## src/hdl/wed_pkg.sv

```systemverilog
`default_nettype none
// ----------------------------------------------------------------------------
// wed_pkg
// Shared types and constants of the weighted six-operation edit distance block.
// ----------------------------------------------------------------------------
package wed_pkg;

  localparam int MAX_LEN    = 64;
  localparam int CHAR_BITS  = 8;
  localparam int COST_W     = 16;
  localparam int CFG_W      = 8;
  localparam int REG_IDX_W  = 3;
  localparam int IDX_W      = $clog2(MAX_LEN + 1);
  localparam int SADDR_W    = $clog2(MAX_LEN);
  localparam int COL_DEPTH  = MAX_LEN + 1;

  localparam logic OP_SOURCE = 1'b0;
  localparam logic OP_TARGET = 1'b1;

  typedef enum logic [REG_IDX_W-1:0] {
    REG_INSERT  = 3'd0,
    REG_COPY    = 3'd1,
    REG_DELETE  = 3'd2,
    REG_REPLACE = 3'd3,
    REG_TWIDDLE = 3'd4,
    REG_KILL    = 3'd5
  } cfg_reg_t;

  typedef enum logic [3:0] {
    ST_IDLE,
    ST_INIT,
    ST_ADV_RD,
    ST_ADV_INS,
    ST_ADV_DEL,
    ST_ADV_DIA,
    ST_ADV_TWI,
    ST_ADV_WR,
    ST_FIN_RD,
    ST_FIN_LAST,
    ST_KILL_RD,
    ST_KILL,
    ST_EMIT
  } state_t;

  typedef struct packed {
    logic [COST_W-1:0] base;
    logic [CFG_W-1:0]  addend;
    logic [COST_W-1:0] best;
    logic              first;
  } alu_req_t;

  typedef struct packed {
    logic [COST_W-1:0] sum;
    logic              ovf;
    logic [COST_W-1:0] best;
  } alu_res_t;

endpackage : wed_pkg
`default_nettype wire

```

## src/hdl/wed_ram.sv

```systemverilog
`default_nettype none
// ----------------------------------------------------------------------------
// wed_ram
// Generic single-write, single-read memory with a registered read port.
// ----------------------------------------------------------------------------
module wed_ram #(
  parameter int WIDTH = 8,
  parameter int DEPTH = 64
) (
  input  logic                                     clk,
  input  logic                                     we,
  input  logic [((DEPTH > 1) ? $clog2(DEPTH) : 1)-1:0] wr_addr,
  input  logic [WIDTH-1:0]                         wr_data,
  input  logic                                     re,
  input  logic [((DEPTH > 1) ? $clog2(DEPTH) : 1)-1:0] rd_addr,
  output logic [WIDTH-1:0]                         rd_data
);

  logic [WIDTH-1:0] mem [DEPTH];
  logic [WIDTH-1:0] rd_data_r;

  always_ff @(posedge clk) begin
    if (we) begin
      mem[wr_addr] <= wr_data;
    end
    if (re) begin
      rd_data_r <= mem[rd_addr];
    end
  end

  assign rd_data = rd_data_r;

endmodule : wed_ram
`default_nettype wire

```

## src/hdl/wed_alu.sv

```systemverilog
`default_nettype none
// ----------------------------------------------------------------------------
// wed_alu
// Shared saturating cost adder with a running minimum compare.
// ----------------------------------------------------------------------------
module wed_alu
  import wed_pkg::*;
(
  input  alu_req_t req,
  output alu_res_t res
);

  logic [COST_W:0] sum_wide;

  always_comb begin
    sum_wide = {1'b0, req.base} + {{(COST_W + 1 - CFG_W){1'b0}}, req.addend};
    res.ovf  = sum_wide[COST_W];
    res.sum  = res.ovf ? {COST_W{1'b1}} : sum_wide[COST_W-1:0];
    res.best = (req.first || (res.sum < req.best)) ? res.sum : req.best;
  end

endmodule : wed_alu
`default_nettype wire

```

## src/hdl/weighted_edit_distance_six_ops.sv

```systemverilog
`default_nettype none
// ----------------------------------------------------------------------------
// weighted_edit_distance_six_ops
// Weighted edit distance with copy, replace, insert, delete, twiddle and kill.
// ----------------------------------------------------------------------------
// A source request never raises busy. A target request raises busy while one
// shared saturating adder walks the cost column of the stored source length
// L: the first character of a target builds the starting column, each
// character reads, adds and writes every row (insert only for row zero;
// insert, delete, diagonal and, when a twiddle applies, twiddle otherwise),
// and the final character searches the kill candidates and presents the
// result. The result is on out_distance and out_saturated for one cycle with
// out_valid high and must be captured then; it cannot be stalled.
// ----------------------------------------------------------------------------
module weighted_edit_distance_six_ops
  import wed_pkg::*;
(
  input  logic                 clk,
  input  logic                 rst_n,
  input  logic                 start,
  output logic                 busy,
  input  logic                 in_op,
  input  logic [CHAR_BITS-1:0] in_symbol,
  input  logic                 in_has_symbol,
  input  logic                 in_last,
  output logic                 out_valid,
  output logic [COST_W-1:0]    out_distance,
  output logic                 out_saturated,
  input  logic                 cfg_valid,
  output logic                 cfg_ready,
  input  logic [REG_IDX_W-1:0] cfg_index,
  input  logic [CFG_W-1:0]     cfg_data
);

  state_t state_r, state_nxt;

  logic [CFG_W-1:0] cost_insert_r, cost_copy_r, cost_delete_r;
  logic [CFG_W-1:0] cost_replace_r, cost_twiddle_r, cost_kill_r;

  logic [IDX_W-1:0]     len_r;
  logic                 closed_r;
  logic                 target_active_r;
  logic                 overflow_r;
  logic                 sel_r;
  logic [CHAR_BITS-1:0] prev_char_r;

  logic [CHAR_BITS-1:0] sym_r;
  logic                 has_r;
  logic                 last_r;
  logic [IDX_W-1:0]     idx_r;
  logic [COST_W-1:0]    acc_r;
  logic [COST_W-1:0]    best_r;
  logic [COST_W-1:0]    cur_im1_r;
  logic [COST_W-1:0]    old_im1_r;
  logic [COST_W-1:0]    old_im2_r;
  logic [COST_W-1:0]    fresh_im1_r;
  logic [CHAR_BITS-1:0] src_im2_r;

  logic accept, src_accept, tgt_accept;
  logic [IDX_W-1:0] base_len;

  logic                 src_we, src_re;
  logic [SADDR_W-1:0]   src_wa, src_ra;
  logic [CHAR_BITS-1:0] src_rd;

  logic               col_we, col_wbank, col_re;
  logic [IDX_W-1:0]   col_wa, col_ra;
  logic [COST_W-1:0]  col_wd;
  logic [COST_W-1:0]  bank0_rd, bank1_rd;
  logic [COST_W-1:0]  cur_rd, old_rd;

  alu_req_t alu_req;
  alu_res_t alu_res;
  logic     ovf_en;
  logic     twi_ok;

  assign accept     = start && !busy;
  assign src_accept = accept && (in_op == OP_SOURCE);
  assign tgt_accept = accept && (in_op == OP_TARGET);
  assign base_len   = closed_r ? '0 : len_r;
  assign cfg_ready  = 1'b1;

  assign src_we = src_accept && in_has_symbol && (base_len < IDX_W'(MAX_LEN));
  assign src_wa = base_len[SADDR_W-1:0];

  assign cur_rd = sel_r ? bank1_rd : bank0_rd;
  assign old_rd = sel_r ? bank0_rd : bank1_rd;

  assign twi_ok = target_active_r && (idx_r >= IDX_W'(2)) &&
                  (src_rd == prev_char_r) && (src_im2_r == sym_r);

  wed_ram #(.WIDTH(CHAR_BITS), .DEPTH(MAX_LEN)) u_src_ram (
    .clk     (clk),
    .we      (src_we),
    .wr_addr (src_wa),
    .wr_data (in_symbol),
    .re      (src_re),
    .rd_addr (src_ra),
    .rd_data (src_rd)
  );

  wed_ram #(.WIDTH(COST_W), .DEPTH(COL_DEPTH)) u_col_ram0 (
    .clk     (clk),
    .we      (col_we && !col_wbank),
    .wr_addr (col_wa),
    .wr_data (col_wd),
    .re      (col_re),
    .rd_addr (col_ra),
    .rd_data (bank0_rd)
  );

  wed_ram #(.WIDTH(COST_W), .DEPTH(COL_DEPTH)) u_col_ram1 (
    .clk     (clk),
    .we      (col_we && col_wbank),
    .wr_addr (col_wa),
    .wr_data (col_wd),
    .re      (col_re),
    .rd_addr (col_ra),
    .rd_data (bank1_rd)
  );

  wed_alu u_alu (
    .req (alu_req),
    .res (alu_res)
  );

  // Next state.
  always_comb begin
    state_nxt = state_r;
    case (state_r)
      ST_IDLE: begin
        if (tgt_accept) begin
          if (!target_active_r) begin
            state_nxt = ST_INIT;
          end else if (in_has_symbol) begin
            state_nxt = ST_ADV_RD;
          end else begin
            state_nxt = ST_FIN_RD;
          end
        end
      end
      ST_INIT: begin
        if (idx_r == len_r) begin
          state_nxt = has_r ? ST_ADV_RD : ST_FIN_RD;
        end
      end
      ST_ADV_RD:  state_nxt = ST_ADV_INS;
      ST_ADV_INS: state_nxt = (idx_r == '0) ? ST_ADV_WR : ST_ADV_DEL;
      ST_ADV_DEL: state_nxt = ST_ADV_DIA;
      ST_ADV_DIA: state_nxt = twi_ok ? ST_ADV_TWI : ST_ADV_WR;
      ST_ADV_TWI: state_nxt = ST_ADV_WR;
      ST_ADV_WR: begin
        if (idx_r == len_r) begin
          state_nxt = last_r ? ST_FIN_RD : ST_IDLE;
        end else begin
          state_nxt = ST_ADV_RD;
        end
      end
      ST_FIN_RD:   state_nxt = ST_FIN_LAST;
      ST_FIN_LAST: state_nxt = (len_r == '0) ? ST_EMIT : ST_KILL_RD;
      ST_KILL_RD:  state_nxt = ST_KILL;
      ST_KILL:     state_nxt = (idx_r == len_r - IDX_W'(1)) ? ST_EMIT : ST_KILL_RD;
      ST_EMIT:     state_nxt = ST_IDLE;
      default:     state_nxt = ST_IDLE;
    endcase
  end

  // Outputs and datapath control.
  always_comb begin
    busy      = (state_r != ST_IDLE);
    out_valid = (state_r == ST_EMIT);
    src_re    = 1'b0;
    src_ra    = SADDR_W'(idx_r - IDX_W'(1));
    col_re    = 1'b0;
    col_ra    = idx_r;
    col_we    = 1'b0;
    col_wbank = sel_r;
    col_wa    = idx_r;
    col_wd    = best_r;
    ovf_en    = 1'b0;
    alu_req   = '{base: '0, addend: '0, best: best_r, first: 1'b1};
    case (state_r)
      ST_INIT: begin
        alu_req.base   = acc_r;
        alu_req.addend = cost_delete_r;
        col_we         = 1'b1;
        col_wd         = (idx_r == '0) ? '0 : alu_res.sum;
        ovf_en         = (idx_r != '0);
      end
      ST_ADV_RD: begin
        src_re = 1'b1;
        col_re = 1'b1;
      end
      ST_ADV_INS: begin
        alu_req.base   = cur_rd;
        alu_req.addend = cost_insert_r;
        ovf_en         = 1'b1;
      end
      ST_ADV_DEL: begin
        alu_req.base   = fresh_im1_r;
        alu_req.addend = cost_delete_r;
        alu_req.first  = 1'b0;
        ovf_en         = 1'b1;
      end
      ST_ADV_DIA: begin
        alu_req.base   = cur_im1_r;
        alu_req.addend = (src_rd == sym_r) ? cost_copy_r : cost_replace_r;
        alu_req.first  = 1'b0;
        ovf_en         = 1'b1;
      end
      ST_ADV_TWI: begin
        alu_req.base   = old_im2_r;
        alu_req.addend = cost_twiddle_r;
        alu_req.first  = 1'b0;
        ovf_en         = 1'b1;
      end
      ST_ADV_WR: begin
        col_we    = 1'b1;
        col_wbank = !sel_r;
      end
      ST_FIN_RD: begin
        col_re = 1'b1;
        col_ra = len_r;
      end
      ST_KILL_RD: begin
        col_re = 1'b1;
      end
      ST_KILL: begin
        alu_req.base   = cur_rd;
        alu_req.addend = cost_kill_r;
        alu_req.first  = 1'b0;
        ovf_en         = 1'b1;
      end
      default: begin
      end
    endcase
  end

  assign out_distance  = best_r;
  assign out_saturated = overflow_r;

  // Control state and configuration.
  always_ff @(posedge clk) begin
    if (!rst_n) begin
      state_r         <= ST_IDLE;
      cost_insert_r   <= 8'd1;
      cost_copy_r     <= 8'd0;
      cost_delete_r   <= 8'd1;
      cost_replace_r  <= 8'd1;
      cost_twiddle_r  <= 8'd1;
      cost_kill_r     <= 8'd255;
      len_r           <= '0;
      closed_r        <= 1'b0;
      target_active_r <= 1'b0;
      overflow_r      <= 1'b0;
      sel_r           <= 1'b0;
      prev_char_r     <= '0;
    end else begin
      state_r <= state_nxt;
      if (cfg_valid && cfg_ready) begin
        case (cfg_index)
          REG_INSERT:  cost_insert_r  <= cfg_data;
          REG_COPY:    cost_copy_r    <= cfg_data;
          REG_DELETE:  cost_delete_r  <= cfg_data;
          REG_REPLACE: cost_replace_r <= cfg_data;
          REG_TWIDDLE: cost_twiddle_r <= cfg_data;
          REG_KILL:    cost_kill_r    <= cfg_data;
          default: begin
          end
        endcase
      end
      if (src_accept) begin
        target_active_r <= 1'b0;
        if (!in_has_symbol) begin
          len_r    <= '0;
          closed_r <= 1'b1;
        end else begin
          len_r    <= src_we ? base_len + IDX_W'(1) : base_len;
          closed_r <= in_last;
        end
      end
      if (tgt_accept) begin
        closed_r <= 1'b1;
        if (!target_active_r) begin
          overflow_r <= 1'b0;
        end
      end else if (ovf_en && alu_res.ovf) begin
        overflow_r <= 1'b1;
      end
      if ((state_r == ST_ADV_WR) && (idx_r == len_r)) begin
        sel_r           <= !sel_r;
        prev_char_r     <= sym_r;
        target_active_r <= 1'b1;
      end
      if (state_r == ST_EMIT) begin
        target_active_r <= 1'b0;
      end
    end
  end

  // Column sweep datapath.
  always_ff @(posedge clk) begin
    if (tgt_accept) begin
      sym_r  <= in_symbol;
      has_r  <= in_has_symbol;
      last_r <= in_last;
      idx_r  <= '0;
    end
    case (state_r)
      ST_INIT: begin
        acc_r <= (idx_r == '0) ? '0 : alu_res.sum;
        idx_r <= (idx_r == len_r) ? '0 : idx_r + IDX_W'(1);
      end
      ST_ADV_INS, ST_ADV_DEL, ST_ADV_DIA, ST_ADV_TWI: begin
        best_r <= alu_res.best;
      end
      ST_ADV_WR: begin
        cur_im1_r   <= cur_rd;
        old_im1_r   <= old_rd;
        old_im2_r   <= old_im1_r;
        src_im2_r   <= src_rd;
        fresh_im1_r <= best_r;
        idx_r       <= (idx_r == len_r) ? '0 : idx_r + IDX_W'(1);
      end
      ST_FIN_LAST: begin
        best_r <= cur_rd;
        idx_r  <= '0;
      end
      ST_KILL: begin
        best_r <= alu_res.best;
        idx_r  <= idx_r + IDX_W'(1);
      end
      default: begin
      end
    endcase
  end

endmodule : weighted_edit_distance_six_ops
`default_nettype wire

```

## config.mk

```make
export PLATFORM = sky130hd
export DESIGN_NAME = weighted_edit_distance_six_ops
export DESIGN_NICKNAME = d
export VERILOG_FILES = /design/src/hdl/wed_pkg.sv /design/src/hdl/wed_ram.sv /design/src/hdl/wed_alu.sv /design/src/hdl/weighted_edit_distance_six_ops.sv
export SDC_FILE = /design/constraint.sdc
export NUM_CORES = 2
export LEC_CHECK = 0
export BUFFER_PORTS_ARGS = -buffer_cell sky130_fd_sc_hd__buf_2
export CAP_MARGIN = 15
export CORE_MARGIN = 1.5
export CORE_UTILIZATION = 50
export CTS_BUF_LIST = sky130_fd_sc_hd__clkbuf_8
export DETAILED_ROUTE_END_ITERATION = 10
export PLACE_DENSITY = 0.76
export SLEW_MARGIN = 5
export SYNTH_ARGS = -nofsm -noshare
export SYNTH_HDL_FRONTEND = slang
export SYNTH_SLANG_ARGS = --single-unit
```

## constraint.sdc

```tcl
create_clock -name clk -period 14.2 [get_ports clk]
set_input_delay 1.42 -clock clk [delete_from_list [all_inputs] [get_ports clk]]
set_output_delay 1.42 -clock clk [all_outputs]
set_load 0.03 [all_outputs]
```

==> out/qor.csv <==
stage,metric,value,unit
outcome,status,finished clean,
placement,place_congestion,0.916,
timing,fin_tns_setup,0,ps
clocking,clock_latency,1150,ps
floorplanning,die-area,226000,sq um
cells_and_area,instances_no_fill,10163,
drt,first_pass_iters,5,
clocking,clkTransAtPathRegs,70,ps
cells_and_area,area_delta_synth_final,10.9,%
synth,ys_seq_elements,2824,
placement,numPortBuffers,44,
timing,max_freq,122,MHz
power_and_ir_drop,power,0.0223,W
drt,via_count,65113,
clocking,tritoncts,done,
setup_path,path_class,flip-flop to flip-flop,
synth,netlist_top_cells_count,"2753 x edfxtp_1, 700 x nand2_1, 414 x mux2i_1",
synth,synth_area,112000,sq um
worst_hold_path,hold-path-endpoint,old_im2_r[6]$_DFFE_PP_,
clocking,cts_resized,0,
power_and_ir_drop,power.static_leakage,40.9,nW
drt,postRouteAntennaNets,0,
timing,drv_slew,0,
cells_and_area,drive_gt1_frac,0.177,
synth,synth.distinct_cells,81,
worst_hold_path,hp-start,old_im1_r[6]$_DFFE_PP_,
global_route,grt_pass1_wl,439000,um
drt,wl_per_cell,30.2,um
cells_and_area,nets,6919,
synth,postSynthAreaPerCell,17.2,sq um
synth,synth-edff-count,2753,
clocking,hold_buffers,0,
synth,syn-num-nets,6544,
drt,drtIter0Drc,10004,
floorplanning,core_area,222000,sq um
floorplanning,die_h,476,um
setup_path,cp_max_fo,107,
global_route,first_global_vias,63357,
flow_run,drv_cap,0,
synth,ys_top_cells_by_area,"edfxtp_1 74%, mux4_2 6.6%, mux2i_1 3.7%, nand2_1 2.4%, a21oi_1 1.7%",
placement,placed_cells,9383,
setup_path,cp.arrival,8830,ps
timing,maxSlewHeadroom,0.0821,
setup_path,rr_worst_depth,18,
synth,ys.flop_type,edfxtp_1,
global_route,grt_max_degree,114,
clocking,root_buffer,clkbuf_8,
clocking,cts_max_path_buffers,4,
timing,worstMarginPinSlew,1340,ps
placement,dp_hpwl,177000,um
global_route,antenna_found_initial,12,
timing,hold_ws,338,ps
synth,synth_top_area_frac,0.740,
timing,fin_skew,153,ps
floorplanning,core.rowCount,173,
clocking,cts.sink_count,2824,
cells_and_area,postLayoutCellArea,124000,sq um
setup_path,crit_path_start_kind,flip-flop,
timing,setup_violations,0,
worst_hold_path,holdPathStages,0,
worst_hold_path,hold_path.class,flip-flop to flip-flop,
synth,seq_area_frac_synth,0.752,
setup_path,worst_setup_path_end_kind,flip-flop,
power_and_ir_drop,powerDensity,180,nW/um^2
synth,yosysTopAreaCell,edfxtp_1,
drt,vias_per_cell,6.41,
setup_path,cp.required,14860,ps
timing,rsz0062_at_grt,false,
floorplanning,start_util,0.503,
synth,syn_inst,6489,
setup_path,reg2reg_slack,6030,ps
clocking,postCtsSetupRepairBufs,0,
clocking,cts_made_buffers,439,
timing,fin_crit_sh,0.575,
global_route,grt-ovfl-total,0,
drt,wl,307000,um
synth,yosysWarnings,0,
clocking,htree_num_levels,5,
floorplanning,io-pin-count,46,
setup_path,worstReg2RegStart,state_r[2]$_SDFFE_PN0P_,
setup_path,reg2reg_to,u_col_ram1.mem[44][2]$_DFFE_PP_,
synth,async_reset_ff_frac,0,
timing,finalHoldViolCount,0,
timing,period_minus_slack,8170,ps
synth,synth_most_common_cell,edfxtp_1,
global_route,grt.total_usage,0.268,
floorplanning,die_x,476,um
power_and_ir_drop,ir_drop,0.162,mV
drt,drc,0,
placement,dpl_cell_area,116000,sq um
layer usage:
metal | up-vias | global-route usage | part of all wire
met2 | 4949 | 0.410 | 0.46
met4 | 8 | 0.129 | 0.053
li1 | 26596 | - | -
met1 | 32665 | 0.356 | 0.36
met5 | - | 0 | 0.00016
met3 | 895 | 0.0739 | 0.13
registers in the layout, summed over array words and instances (netlist names), 16 cells and up:
register            flops
u_col_ram0.mem       1040
u_col_ram1.mem       1040
u_src_ram.mem         512
acc_r                  16
cur_im1_r              16
fresh_im1_r            16
old_im1_r              16
old_im2_r              16
out_distance           16
u_col_ram0.rd_data     16
u_col_ram1.rd_data     16
where the power goes:
group | switching, W | internal (W)
sequential | 0.0000953 | 0.00983
clock | 0.00306 | 0.00304
combinational | 0.00427 | 0.00198
per-stage QoR:
step | utilization | worst slack, ps
floorplan | - | 3900
global placement | 0.522 | 6620
detailed placement | 0.522 | 6410
CTS | 0.556 | 6270
global route | 0.557 | 5580
finish | 0.557 | 6030
cells by family (layout without fill, tap and decap cells):
group,Yosys count,count (layout),share of synthesized area
muxes,790,790,0.109
other,1,6,0.0000335
DFF,2824,2824,0.752
buffers and inverters,435,1129,0.0211
AOI/OAI and AO/OA,1035,1035,0.0592
xor gates and xnor gates,56,56,0.00439
and+or+nand+nor,1319,1319,0.0508
adders and majority gates,29,29,0.00331
worst max-delay path by stage:
stage,startpoint,endpoint,cells after the start
final,state_r[2]$_SDFFE_PN0P_,u_col_ram1.mem[44][2]$_DFFE_PP_,18
after global routing,state_r[2]$_SDFFE_PN0P_,u_col_ram1.mem[44][2]$_DFFE_PP_,18
after CTS,state_r[2]$_SDFFE_PN0P_,u_col_ram0.mem[49][2]$_DFFE_PP_,18
after detailed placement,state_r[2]$_SDFFE_PN0P_,u_col_ram1.mem[34][2]$_DFFE_PP_,18
after global placement,state_r[2]$_SDFFE_PN0P_,out_distance[6]$_DFFE_PP_,25
after floorplan,state_r[1]$_SDFFE_PN0P_,u_col_ram0.mem[0][11]$_DFFE_PP_,19
layout by cell type (no fill, tap or decap), drive strengths merged, types with 14 or more instances in the layout:
cell type,count
edfxtp,2753
nand2,701
clkbuf,448
mux2i,419
a21oi,387
mux4,331
buf,318
nor2,298
inv,197
clkinv,148
o21ai,141
o22ai,120
o221ai,84
dfxtp,71
nand3,68
nor4,61
a221oi,57
nor3,55
mux2,40
a21boi,38
xnor2,36
a2111oi,35
a22oi,34
ha,28
nor2b,24
xor2,20
or3,19
a211oi,18
nand4,16
or4,16
o211ai,15
o31ai,15
a32oi,14
cell type report:
cell class,instances,area (sq um)
sequential,2824,84100
clock inverter,313,1490
antenna,5,12.5
tap,2975,3720
clock buffer,447,6150
timing repair buffer,319,2480
multi-input combinational,3230,25800
inverter,50,188
fill,16412,98400
worst max-delay path, cell delays in order (launching register included):
cell	delay, ps
dfxtp_1	1040
nor2_1	290
nand2_2	180
clkinv_1	540
buf_4	470
or2_2	390
a222oi_1	250
o21ai_0	200
ha_1	370
a21oi_1	100
o21ai_0	210
and2_1	180
o21ai_0	200
nand2b_1	230
nor3_1	650
buf_4	300
nor2_1	120
o31ai_4	850
buf_4	1010
(Power assumes the default switching activity.)
